**src/design/stc_pkg.sv**
```systemverilog
// Package: shared types, codes and compare helpers of the sorted timer scheduler.
`default_nettype none
package stc_pkg;

    // Queue depth and field widths
    localparam int NUM_TIMERS = 16;
    localparam int TIMER_W    = 4;
    localparam int TIME_W     = 32;
    localparam int DELAY_W    = 31;

    // Request operation codes
    typedef enum logic [1:0] {
        OP_START  = 2'd0,
        OP_STOP   = 2'd1,
        OP_EXPIRE = 2'd2,
        OP_NONE   = 2'd3
    } op_t;

    // Sequencer states
    typedef enum logic [1:0] {
        ST_IDLE,
        ST_INSERT,
        ST_REPORT
    } state_t;

    // One queue entry
    typedef struct packed {
        logic               valid;
        logic [TIMER_W-1:0] timer;
        logic [TIME_W-1:0]  fire;
    } slot_t;

    localparam slot_t EMPTY_SLOT = '0;

    // Controls broadcast to every cell of the chain
    typedef struct packed {
        logic               rm_en;
        logic               pop;
        logic [TIMER_W-1:0] rm_id;
        logic               ins_en;
        logic [TIMER_W-1:0] ins_id;
        logic [TIME_W-1:0]  ins_fire;
        logic [TIME_W-1:0]  ins_now;
    } stc_ctrl_t;

    // a lies strictly before b on the wrapping time line
    function automatic logic strictly_before(input logic [TIME_W-1:0] a,
                                             input logic [TIME_W-1:0] b);
        logic [TIME_W-1:0] diff;
        diff = a - b;
        return diff[TIME_W-1];
    endfunction

    // Ordering relative to now: past-due entries sort first
    function automatic logic fires_before(input logic [TIME_W-1:0] fire_new,
                                          input logic [TIME_W-1:0] fire_cur,
                                          input logic [TIME_W-1:0] now);
        logic new_past;
        logic cur_past;
        new_past = strictly_before(fire_new, now);
        cur_past = strictly_before(fire_cur, now);
        if (new_past != cur_past)
            return new_past;
        return strictly_before(fire_new, fire_cur);
    endfunction

endpackage
`default_nettype wire

```
**src/design/stc_req_if.sv**
```systemverilog
// Interface: request channel carrying one scheduler operation.
`default_nettype none
interface stc_req_if
    import stc_pkg::*;
();
    logic               valid;
    logic               ready;
    logic [1:0]         operation;
    logic [TIMER_W-1:0] timer_id;
    logic [TIME_W-1:0]  base_time;
    logic [DELAY_W-1:0] delay;
    logic [TIME_W-1:0]  now;

    modport source (
        output valid, operation, timer_id, base_time, delay, now,
        input  ready
    );
    modport sink (
        input  valid, operation, timer_id, base_time, delay, now,
        output ready
    );
endinterface
`default_nettype wire

```
**src/design/stc_rsp_if.sv**
```systemverilog
// Interface: result channel carrying fired timer and alarm setting.
`default_nettype none
interface stc_rsp_if
    import stc_pkg::*;
();
    logic               valid;
    logic               ready;
    logic               fired;
    logic [TIMER_W-1:0] fired_timer;
    logic               alarm_changed;
    logic               alarm_running;
    logic [TIME_W-1:0]  alarm_start;
    logic [TIME_W-1:0]  alarm_remaining;

    modport source (
        output valid, fired, fired_timer, alarm_changed, alarm_running,
               alarm_start, alarm_remaining,
        input  ready
    );
    modport sink (
        input  valid, fired, fired_timer, alarm_changed, alarm_running,
               alarm_start, alarm_remaining,
        output ready
    );
endinterface
`default_nettype wire

```
**src/design/sorted_timer_scheduler.sv**
```systemverilog
// Top level: request sequencer, cell chain and registered result stage.
// Stop, alarm expiry and ignored requests go from acceptance via the report state to
// the result stage; a start first goes via an insert state that holds off requests:
// the chain does one shift pass per cycle (a removal, then an insertion). Throughput:
// 1 request per cycle for stop and expiry while the result stage is free.
// Reset: asynchronous, clears every cell at once (queue empty); no clearing pass.
`default_nettype none
module sorted_timer_scheduler
    import stc_pkg::*;
(
    input  wire logic clk,
    input  wire logic rst_n,
    stc_req_if.sink   req,
    stc_rsp_if.source rsp
);

    state_t state_reg;
    state_t state_next;

    stc_ctrl_t ctrl;
    slot_t     head;
    logic      head_removed;
    logic      head_inserted;

    logic accept;
    logic out_free;
    logic report;
    logic id_ok;
    logic is_start;
    logic is_stop;
    logic is_expire;
    logic pop;

    // request context held through the insert and report cycles
    logic [TIME_W-1:0]  now_reg;
    logic [TIME_W-1:0]  fire_reg;
    logic [TIMER_W-1:0] id_reg;
    logic               changed_reg;
    logic               changed_next;
    logic               fired_reg;
    logic               fired_next;
    logic [TIMER_W-1:0] fired_id_reg;
    logic [TIMER_W-1:0] fired_id_next;

    // result stage
    logic               rsp_valid_reg;
    logic               rsp_fired_reg;
    logic [TIMER_W-1:0] rsp_fired_timer_reg;
    logic               rsp_changed_reg;
    logic               rsp_running_reg;
    logic [TIME_W-1:0]  rsp_start_reg;
    logic [TIME_W-1:0]  rsp_remaining_reg;
    logic               running;
    logic [TIME_W-1:0]  remaining;

    // request decode
    assign id_ok     = (32'(req.timer_id) < NUM_TIMERS);
    assign is_start  = (req.operation == OP_START) && id_ok;
    assign is_stop   = (req.operation == OP_STOP) && id_ok;
    assign is_expire = (req.operation == OP_EXPIRE);
    assign accept    = req.valid && req.ready;
    assign out_free  = !rsp_valid_reg || rsp.ready;
    assign report    = (state_reg == ST_REPORT) && out_free;

    // head due at expiry is popped
    assign pop = accept && is_expire && head.valid && !strictly_before(req.now, head.fire);

    // chain controls: removal on the accept edge, insertion in the insert cycle
    always_comb
    begin
        ctrl.rm_en    = accept && (is_start || is_stop);
        ctrl.pop      = pop;
        ctrl.rm_id    = req.timer_id;
        ctrl.ins_en   = (state_reg == ST_INSERT);
        ctrl.ins_id   = id_reg;
        ctrl.ins_fire = fire_reg;
        ctrl.ins_now  = now_reg;
    end

    stc_chain u_chain (
        .clk           (clk),
        .rst_n         (rst_n),
        .ctrl          (ctrl),
        .head          (head),
        .head_removed  (head_removed),
        .head_inserted (head_inserted)
    );

    // next state
    always_comb
    begin
        state_next = state_reg;
        case (state_reg)
            ST_IDLE:
            begin
                if (accept)
                    state_next = is_start ? ST_INSERT : ST_REPORT;
            end
            ST_INSERT:
            begin
                state_next = ST_REPORT;
            end
            ST_REPORT:
            begin
                if (out_free)
                begin
                    if (accept)
                        state_next = is_start ? ST_INSERT : ST_REPORT;
                    else
                        state_next = ST_IDLE;
                end
            end
            default:
            begin
                state_next = ST_IDLE;
            end
        endcase
    end

    // state outputs
    always_comb
    begin
        case (state_reg)
            ST_IDLE:   req.ready = 1'b1;
            ST_INSERT: req.ready = 1'b0;
            ST_REPORT: req.ready = out_free;
            default:   req.ready = 1'b0;
        endcase
    end

    // context flags
    always_comb
    begin
        changed_next  = changed_reg;
        fired_next    = fired_reg;
        fired_id_next = fired_id_reg;
        if (accept)
        begin
            changed_next  = head_removed || is_expire;
            fired_next    = pop;
            fired_id_next = pop ? head.timer : '0;
        end
        else if (state_reg == ST_INSERT)
        begin
            changed_next = changed_reg || head_inserted;
        end
    end

    always_ff @(posedge clk or negedge rst_n)
    begin
        if (!rst_n)
        begin
            state_reg    <= ST_IDLE;
            changed_reg  <= 1'b0;
            fired_reg    <= 1'b0;
            fired_id_reg <= '0;
        end
        else
        begin
            state_reg    <= state_next;
            changed_reg  <= changed_next;
            fired_reg    <= fired_next;
            fired_id_reg <= fired_id_next;
        end
    end

    // request payload capture
    always_ff @(posedge clk)
    begin
        if (accept)
        begin
            now_reg  <= req.now;
            fire_reg <= req.base_time + TIME_W'(req.delay);
            id_reg   <= req.timer_id;
        end
    end

    // alarm setting from the final head
    assign running   = changed_reg && head.valid;
    assign remaining = (running && strictly_before(now_reg, head.fire)) ?
                       (head.fire - now_reg) : '0;

    always_ff @(posedge clk or negedge rst_n)
    begin
        if (!rst_n)
            rsp_valid_reg <= 1'b0;
        else if (report)
            rsp_valid_reg <= 1'b1;
        else if (rsp.ready)
            rsp_valid_reg <= 1'b0;
    end

    always_ff @(posedge clk)
    begin
        if (report)
        begin
            rsp_fired_reg       <= fired_reg;
            rsp_fired_timer_reg <= fired_id_reg;
            rsp_changed_reg     <= changed_reg;
            rsp_running_reg     <= running;
            rsp_start_reg       <= running ? now_reg : '0;
            rsp_remaining_reg   <= remaining;
        end
    end

    assign rsp.valid           = rsp_valid_reg;
    assign rsp.fired           = rsp_fired_reg;
    assign rsp.fired_timer     = rsp_fired_timer_reg;
    assign rsp.alarm_changed   = rsp_changed_reg;
    assign rsp.alarm_running   = rsp_running_reg;
    assign rsp.alarm_start     = rsp_start_reg;
    assign rsp.alarm_remaining = rsp_remaining_reg;

endmodule
`default_nettype wire

```
**src/design/stc_cell.sv**
```systemverilog
// Module: one queue cell holding a single entry, shifting with its neighbours.
`default_nettype none
module stc_cell
    import stc_pkg::*;
(
    input  wire logic      clk,
    input  wire logic      rst_n,
    input  wire stc_ctrl_t ctrl,
    input  wire slot_t     left,
    input  wire slot_t     right,
    input  wire logic      rm_in,
    input  wire logic      ins_in,
    output slot_t          slot,
    output logic           rm_out,
    output logic           ins_out
);

    slot_t slot_reg;
    slot_t slot_next;
    logic  match;
    logic  ins_here;

    // removal: once a match is seen in this cell or upstream, it takes its right neighbour
    assign match  = ctrl.rm_en && slot_reg.valid && (slot_reg.timer == ctrl.rm_id);
    assign rm_out = rm_in | match;

    // insertion: first cell that sorts after the new entry takes it
    assign ins_here = ctrl.ins_en &&
                      (!slot_reg.valid ||
                       fires_before(ctrl.ins_fire, slot_reg.fire, ctrl.ins_now));
    assign ins_out  = ins_in | ins_here;

    always_comb
    begin
        slot_next = slot_reg;
        if (rm_out)
        begin
            slot_next = right;
        end
        else if (ins_in)
        begin
            slot_next = left;
        end
        else if (ins_here)
        begin
            slot_next.valid = 1'b1;
            slot_next.timer = ctrl.ins_id;
            slot_next.fire  = ctrl.ins_fire;
        end
    end

    always_ff @(posedge clk or negedge rst_n)
    begin
        if (!rst_n)
            slot_reg <= EMPTY_SLOT;
        else
            slot_reg <= slot_next;
    end

    assign slot = slot_reg;

endmodule
`default_nettype wire

```
**src/design/stc_chain.sv**
```systemverilog
// Module: row of queue cells with the removal and insertion shift chains.
`default_nettype none
module stc_chain
    import stc_pkg::*;
(
    input  wire logic      clk,
    input  wire logic      rst_n,
    input  wire stc_ctrl_t ctrl,
    output slot_t          head,
    output logic           head_removed,
    output logic           head_inserted
);

    slot_t slots [NUM_TIMERS];
    logic  rm_chain  [NUM_TIMERS+1];
    logic  ins_chain [NUM_TIMERS+1];

    // a pop seeds the removal chain at the head
    assign rm_chain[0]  = ctrl.pop;
    assign ins_chain[0] = 1'b0;

    for (genvar i = 0; i < NUM_TIMERS; i++)
    begin : g_cell
        slot_t left_slot;
        slot_t right_slot;

        if (i == 0)
        begin : g_first
            assign left_slot = EMPTY_SLOT;
        end
        else
        begin : g_mid_l
            assign left_slot = slots[i-1];
        end

        if (i == NUM_TIMERS-1)
        begin : g_last
            assign right_slot = EMPTY_SLOT;
        end
        else
        begin : g_mid_r
            assign right_slot = slots[i+1];
        end

        stc_cell u_cell (
            .clk     (clk),
            .rst_n   (rst_n),
            .ctrl    (ctrl),
            .left    (left_slot),
            .right   (right_slot),
            .rm_in   (rm_chain[i]),
            .ins_in  (ins_chain[i]),
            .slot    (slots[i]),
            .rm_out  (rm_chain[i+1]),
            .ins_out (ins_chain[i+1])
        );
    end

    assign head          = slots[0];
    assign head_removed  = rm_chain[1];
    assign head_inserted = ins_chain[1];

endmodule
`default_nettype wire
```
**src/flat_wrapper.sv**
```systemverilog
// flat-port wrapper written by rule: the top's interface ports become plain ports
module sorted_timer_scheduler_flat import stc_pkg::*;
  (clk, rst_n, req_valid, req_operation, req_timer_id, req_base_time, req_delay, req_now, req_ready, rsp_valid, rsp_fired, rsp_fired_timer, rsp_alarm_changed, rsp_alarm_running, rsp_alarm_start, rsp_alarm_remaining, rsp_ready);
  stc_req_if req_i ();
  stc_rsp_if rsp_i ();
  input  wire logic clk;
  input  wire logic rst_n;
  input wire logic [$bits(req_i.valid)-1:0] req_valid;
  input wire logic [$bits(req_i.operation)-1:0] req_operation;
  input wire logic [$bits(req_i.timer_id)-1:0] req_timer_id;
  input wire logic [$bits(req_i.base_time)-1:0] req_base_time;
  input wire logic [$bits(req_i.delay)-1:0] req_delay;
  input wire logic [$bits(req_i.now)-1:0] req_now;
  output wire logic [$bits(req_i.ready)-1:0] req_ready;
  output wire logic [$bits(rsp_i.valid)-1:0] rsp_valid;
  output wire logic [$bits(rsp_i.fired)-1:0] rsp_fired;
  output wire logic [$bits(rsp_i.fired_timer)-1:0] rsp_fired_timer;
  output wire logic [$bits(rsp_i.alarm_changed)-1:0] rsp_alarm_changed;
  output wire logic [$bits(rsp_i.alarm_running)-1:0] rsp_alarm_running;
  output wire logic [$bits(rsp_i.alarm_start)-1:0] rsp_alarm_start;
  output wire logic [$bits(rsp_i.alarm_remaining)-1:0] rsp_alarm_remaining;
  input wire logic [$bits(rsp_i.ready)-1:0] rsp_ready;
  assign req_i.valid = req_valid;
  assign req_i.operation = req_operation;
  assign req_i.timer_id = req_timer_id;
  assign req_i.base_time = req_base_time;
  assign req_i.delay = req_delay;
  assign req_i.now = req_now;
  assign req_ready = req_i.ready;
  assign rsp_valid = rsp_i.valid;
  assign rsp_fired = rsp_i.fired;
  assign rsp_fired_timer = rsp_i.fired_timer;
  assign rsp_alarm_changed = rsp_i.alarm_changed;
  assign rsp_alarm_running = rsp_i.alarm_running;
  assign rsp_alarm_start = rsp_i.alarm_start;
  assign rsp_alarm_remaining = rsp_i.alarm_remaining;
  assign rsp_i.ready = rsp_ready;
  sorted_timer_scheduler u_core (.clk(clk), .rst_n(rst_n), .req(req_i), .rsp(rsp_i));
endmodule
```
**config.mk**
```make
export PLATFORM = sky130hd
export DESIGN_NAME = sorted_timer_scheduler_flat
export DESIGN_NICKNAME = d
export VERILOG_FILES = /design/src/design/stc_pkg.sv /design/src/design/stc_req_if.sv /design/src/design/stc_rsp_if.sv /design/src/design/sorted_timer_scheduler.sv /design/src/design/stc_cell.sv /design/src/design/stc_chain.sv /design/src/flat_wrapper.sv
export SDC_FILE = /design/constraint.sdc
export NUM_CORES = 2
export LEC_CHECK = 0
export BUFFER_PORTS_ARGS = -buffer_cell sky130_fd_sc_hd__buf_2
export CORE_MARGIN = 8
export CORE_UTILIZATION = 50
export DETAILED_ROUTE_END_ITERATION = 10
export GPL_TIMING_DRIVEN = 0
export MAX_ROUTING_LAYER = met4
export PLACE_DENSITY = 0.64
export SYNTH_ARGS = -nofsm -noshare
export SYNTH_HDL_FRONTEND = slang
export SYNTH_HIERARCHICAL = 1
export SYNTH_SLANG_ARGS = --single-unit
export TNS_END_PERCENT = 30
```
**constraint.sdc**
```tcl
create_clock -name clk -period 39.7 [get_ports clk]
set_input_delay 11.91 -clock clk [delete_from_list [all_inputs] [get_ports clk]]
set_output_delay 11.91 -clock clk [all_outputs]
set_load 0.01 [all_outputs]
```
==> results by group <==
Run status
  – Outcome: finished, violations left
  – Failing checks: max-capacitance violations, max-slew violations

Placed design
  – DP HPWL: 282500 um
  – Post-placement cell area: 0.09579 mm2
  – Routability cong.: a little under 1
  – Buffers on Ports: 177

Global routing
  – Vias in the first global route: roughly 80k
  – Congestion Overflow GR: 0
  – Largest net degree at the start of global routing: 110
  – Initial antenna violation count: 9
  – Global-route wire length before repair: around 520000 um
  – GRT Total Usage: 0.3751

Job
  – Max Cap Violations: 1

Cells and area
  – P&R area growth vs syn: 14.64%
  – Cell area after layout: 0.09931 mm2
  – Layout cells sized above 1: 0.1305
  – Most frequent cells in the layout: ha_1 (1563), inv_1 (1074), nand2_1 (900)
  – Max reg flops: 592
  – Final net count: 11.59k
  – Commonest non-fill, non-tap cell in the layout: ha_1
  – Register area: roughly 0.019 mm2
  – Area of the multi-input gates: 0.06125 mm2
  – FILL cells: approximately 15k
  – Util after Layout: 0.5776

Clock network
  – Clk slew on worst S/H paths: 0.06 ns
  – Worst-Skew Late Latency: approximately 0.76 ns
  – CTS tree: yes
  – Num CTS Buffers: between 90 and 100
  – Clk buf depth: 3
  – Post-CTS Hold Fix Bufs: 0
  – Post-CTS Setup Bufs: 0
  – CTS root buffer: clkbuf_16
  – TritonCTS sink count: 740
  – Htree depth: 3

Power
  – PD cells: around 66 mW/mm2
  – Peak VDD IR: 0.05079 mV
  – LEAKAGE: approximately 47 nW

Drt
  – Detailed Route WL: about 360000 um
  – DR WL/cell: slightly below 30 um
  – DR DRC count: 0
  – Final ANT Viol Nets: 0
  – Initial DRT Pass Iterations: 8
  – Routed via count: between 80k and 90k
  – DRT iter0 DRCs: around 8.9k
  – Via density: 6.770

Timing
  – Tmin final: 38.64 ns
  – Final period utilization: 0.9732
  – TNS Setup: 0 ns
  – Max-slew violation count: 17
  – Clock skew: 0.03206 ns
  – Final hold violation count: 0
  – Worst-Margin Slew: approximately 1.5 ns
  – Final setup fails: 0
  – Relative slew slack: -0.01993
  – RSZ-0062 raised after global routing: false
  – Max Clock Freq: between 0.02 and 0.03 GHz

Floorplanning
  – Die H: approximately 430 um
  – Core ar.: ~0.17 mm2
  – I/O pin cnt: 178
  – Initial Util: 0.5039
  – FP Rows: 152
  – DIE AREA: 0.1868 mm2
  – Die W: between 400 and 500 um

Worst setup path
  – Critical Path AT: 39.28 ns
  – Setup crit start kind: primary input
  – CP Capture Type: register
  – Slowest-stage cell, CP: a31oi_1
  – Worst-path maximum fanout: 11
  – Critical Path Max Stage Delay: between 0.9 and 1 ns
  – Required time worst endpoint: 40.35 ns
  – Setup CP Type: primary input to register
  – Top cell by count, worst path: clkbuf_1

Hold path
  – Hold WC Path Type: register to register

Yosys
  – Mean Syn Cell Area: 9.238 um2
  – Syn Inst Count: about 9.4k
  – Synthesized cell area: 0.08663 mm2
  – Yosys warns: 6
## metrics by stage
step                std cells  power, W  setup slack (ns)  hold slack [ns]
CTS                     12316  0.006470            0.9168           0.4986
detailed placement      12130  0.005459            0.1736           0.4866
floorplan                9451  0.004081             9.689           0.4253
finish                  12322  0.006582             1.063           0.5088
global placement        11938  0.005188           -0.4082           0.4867
global route            12320  0.006962           0.03187           0.5009
## path summary, 6_finish.rpt
path,start,endpoint,slack [ns],cells past startpoint
max,req_now[28],u_core/u_chain/g_cell[15].u_cell/slot[25],1.06,74
min,u_core/fired_id_reg[3],u_core/rsp.fired_timer[3],0.51,0
max reg2reg,u_core/u_chain/g_cell[0].u_cell/slot[28],u_core/u_chain/g_cell[15].u_cell/slot[25],11.68,74
min reg2reg,u_core/fired_id_reg[3],u_core/rsp.fired_timer[3],0.51,0
max in group asynchronous,rst_n,u_core/u_chain/g_cell[6].u_cell/slot[19],26.58,4
min in group asynchronous,rst_n,u_core/u_chain/g_cell[15].u_cell/slot[7],11.09,1
## metal layers
layer,GRT usage,wire length (um),vias up
met4,0.1995,23290,0
li1,-,-,36930
met2,0.5664,154900,4542
met5,-,0,-
met3,0.06880,33060,1268
met1,0.4774,144900,40680
## what timing repair did
item	in CTS	in global routing
resized for setup	0	5
hold endpoints to repair	0	0
setup endpoints to repair	0	37
## cell type report
cell class,count,share of cell area
Timing Repair Buffer,369,0.06012
Inverter,1105,0.04179
Tap cell,2310,0.02910
Multi-Input combinational cell,7113,0.6168
Sequential cell,740,0.1935
Clock inverter,54,0.006967
Clock buffer,132,0.02802
Buffer,493,0.02357
Antenna cell,6,0.0001512
## critical path: cells and delay by family
family          cells  cell delay, ns
fa+ha+maj           1            0.30
compound gates     23           14.81
xor+xnor            1            0.26
buf+inv            48           11.59
simple gates        1            0.23
## where the power goes
part | internal, W | switching (W)
sequential | 0.00108 | 0.000692
combinational | 0.00160 | 0.00223
clock | 0.000584 | 0.000405
total | 0.00326 | 0.00332
No activity file was read; power rests on OpenSTA's default activity.
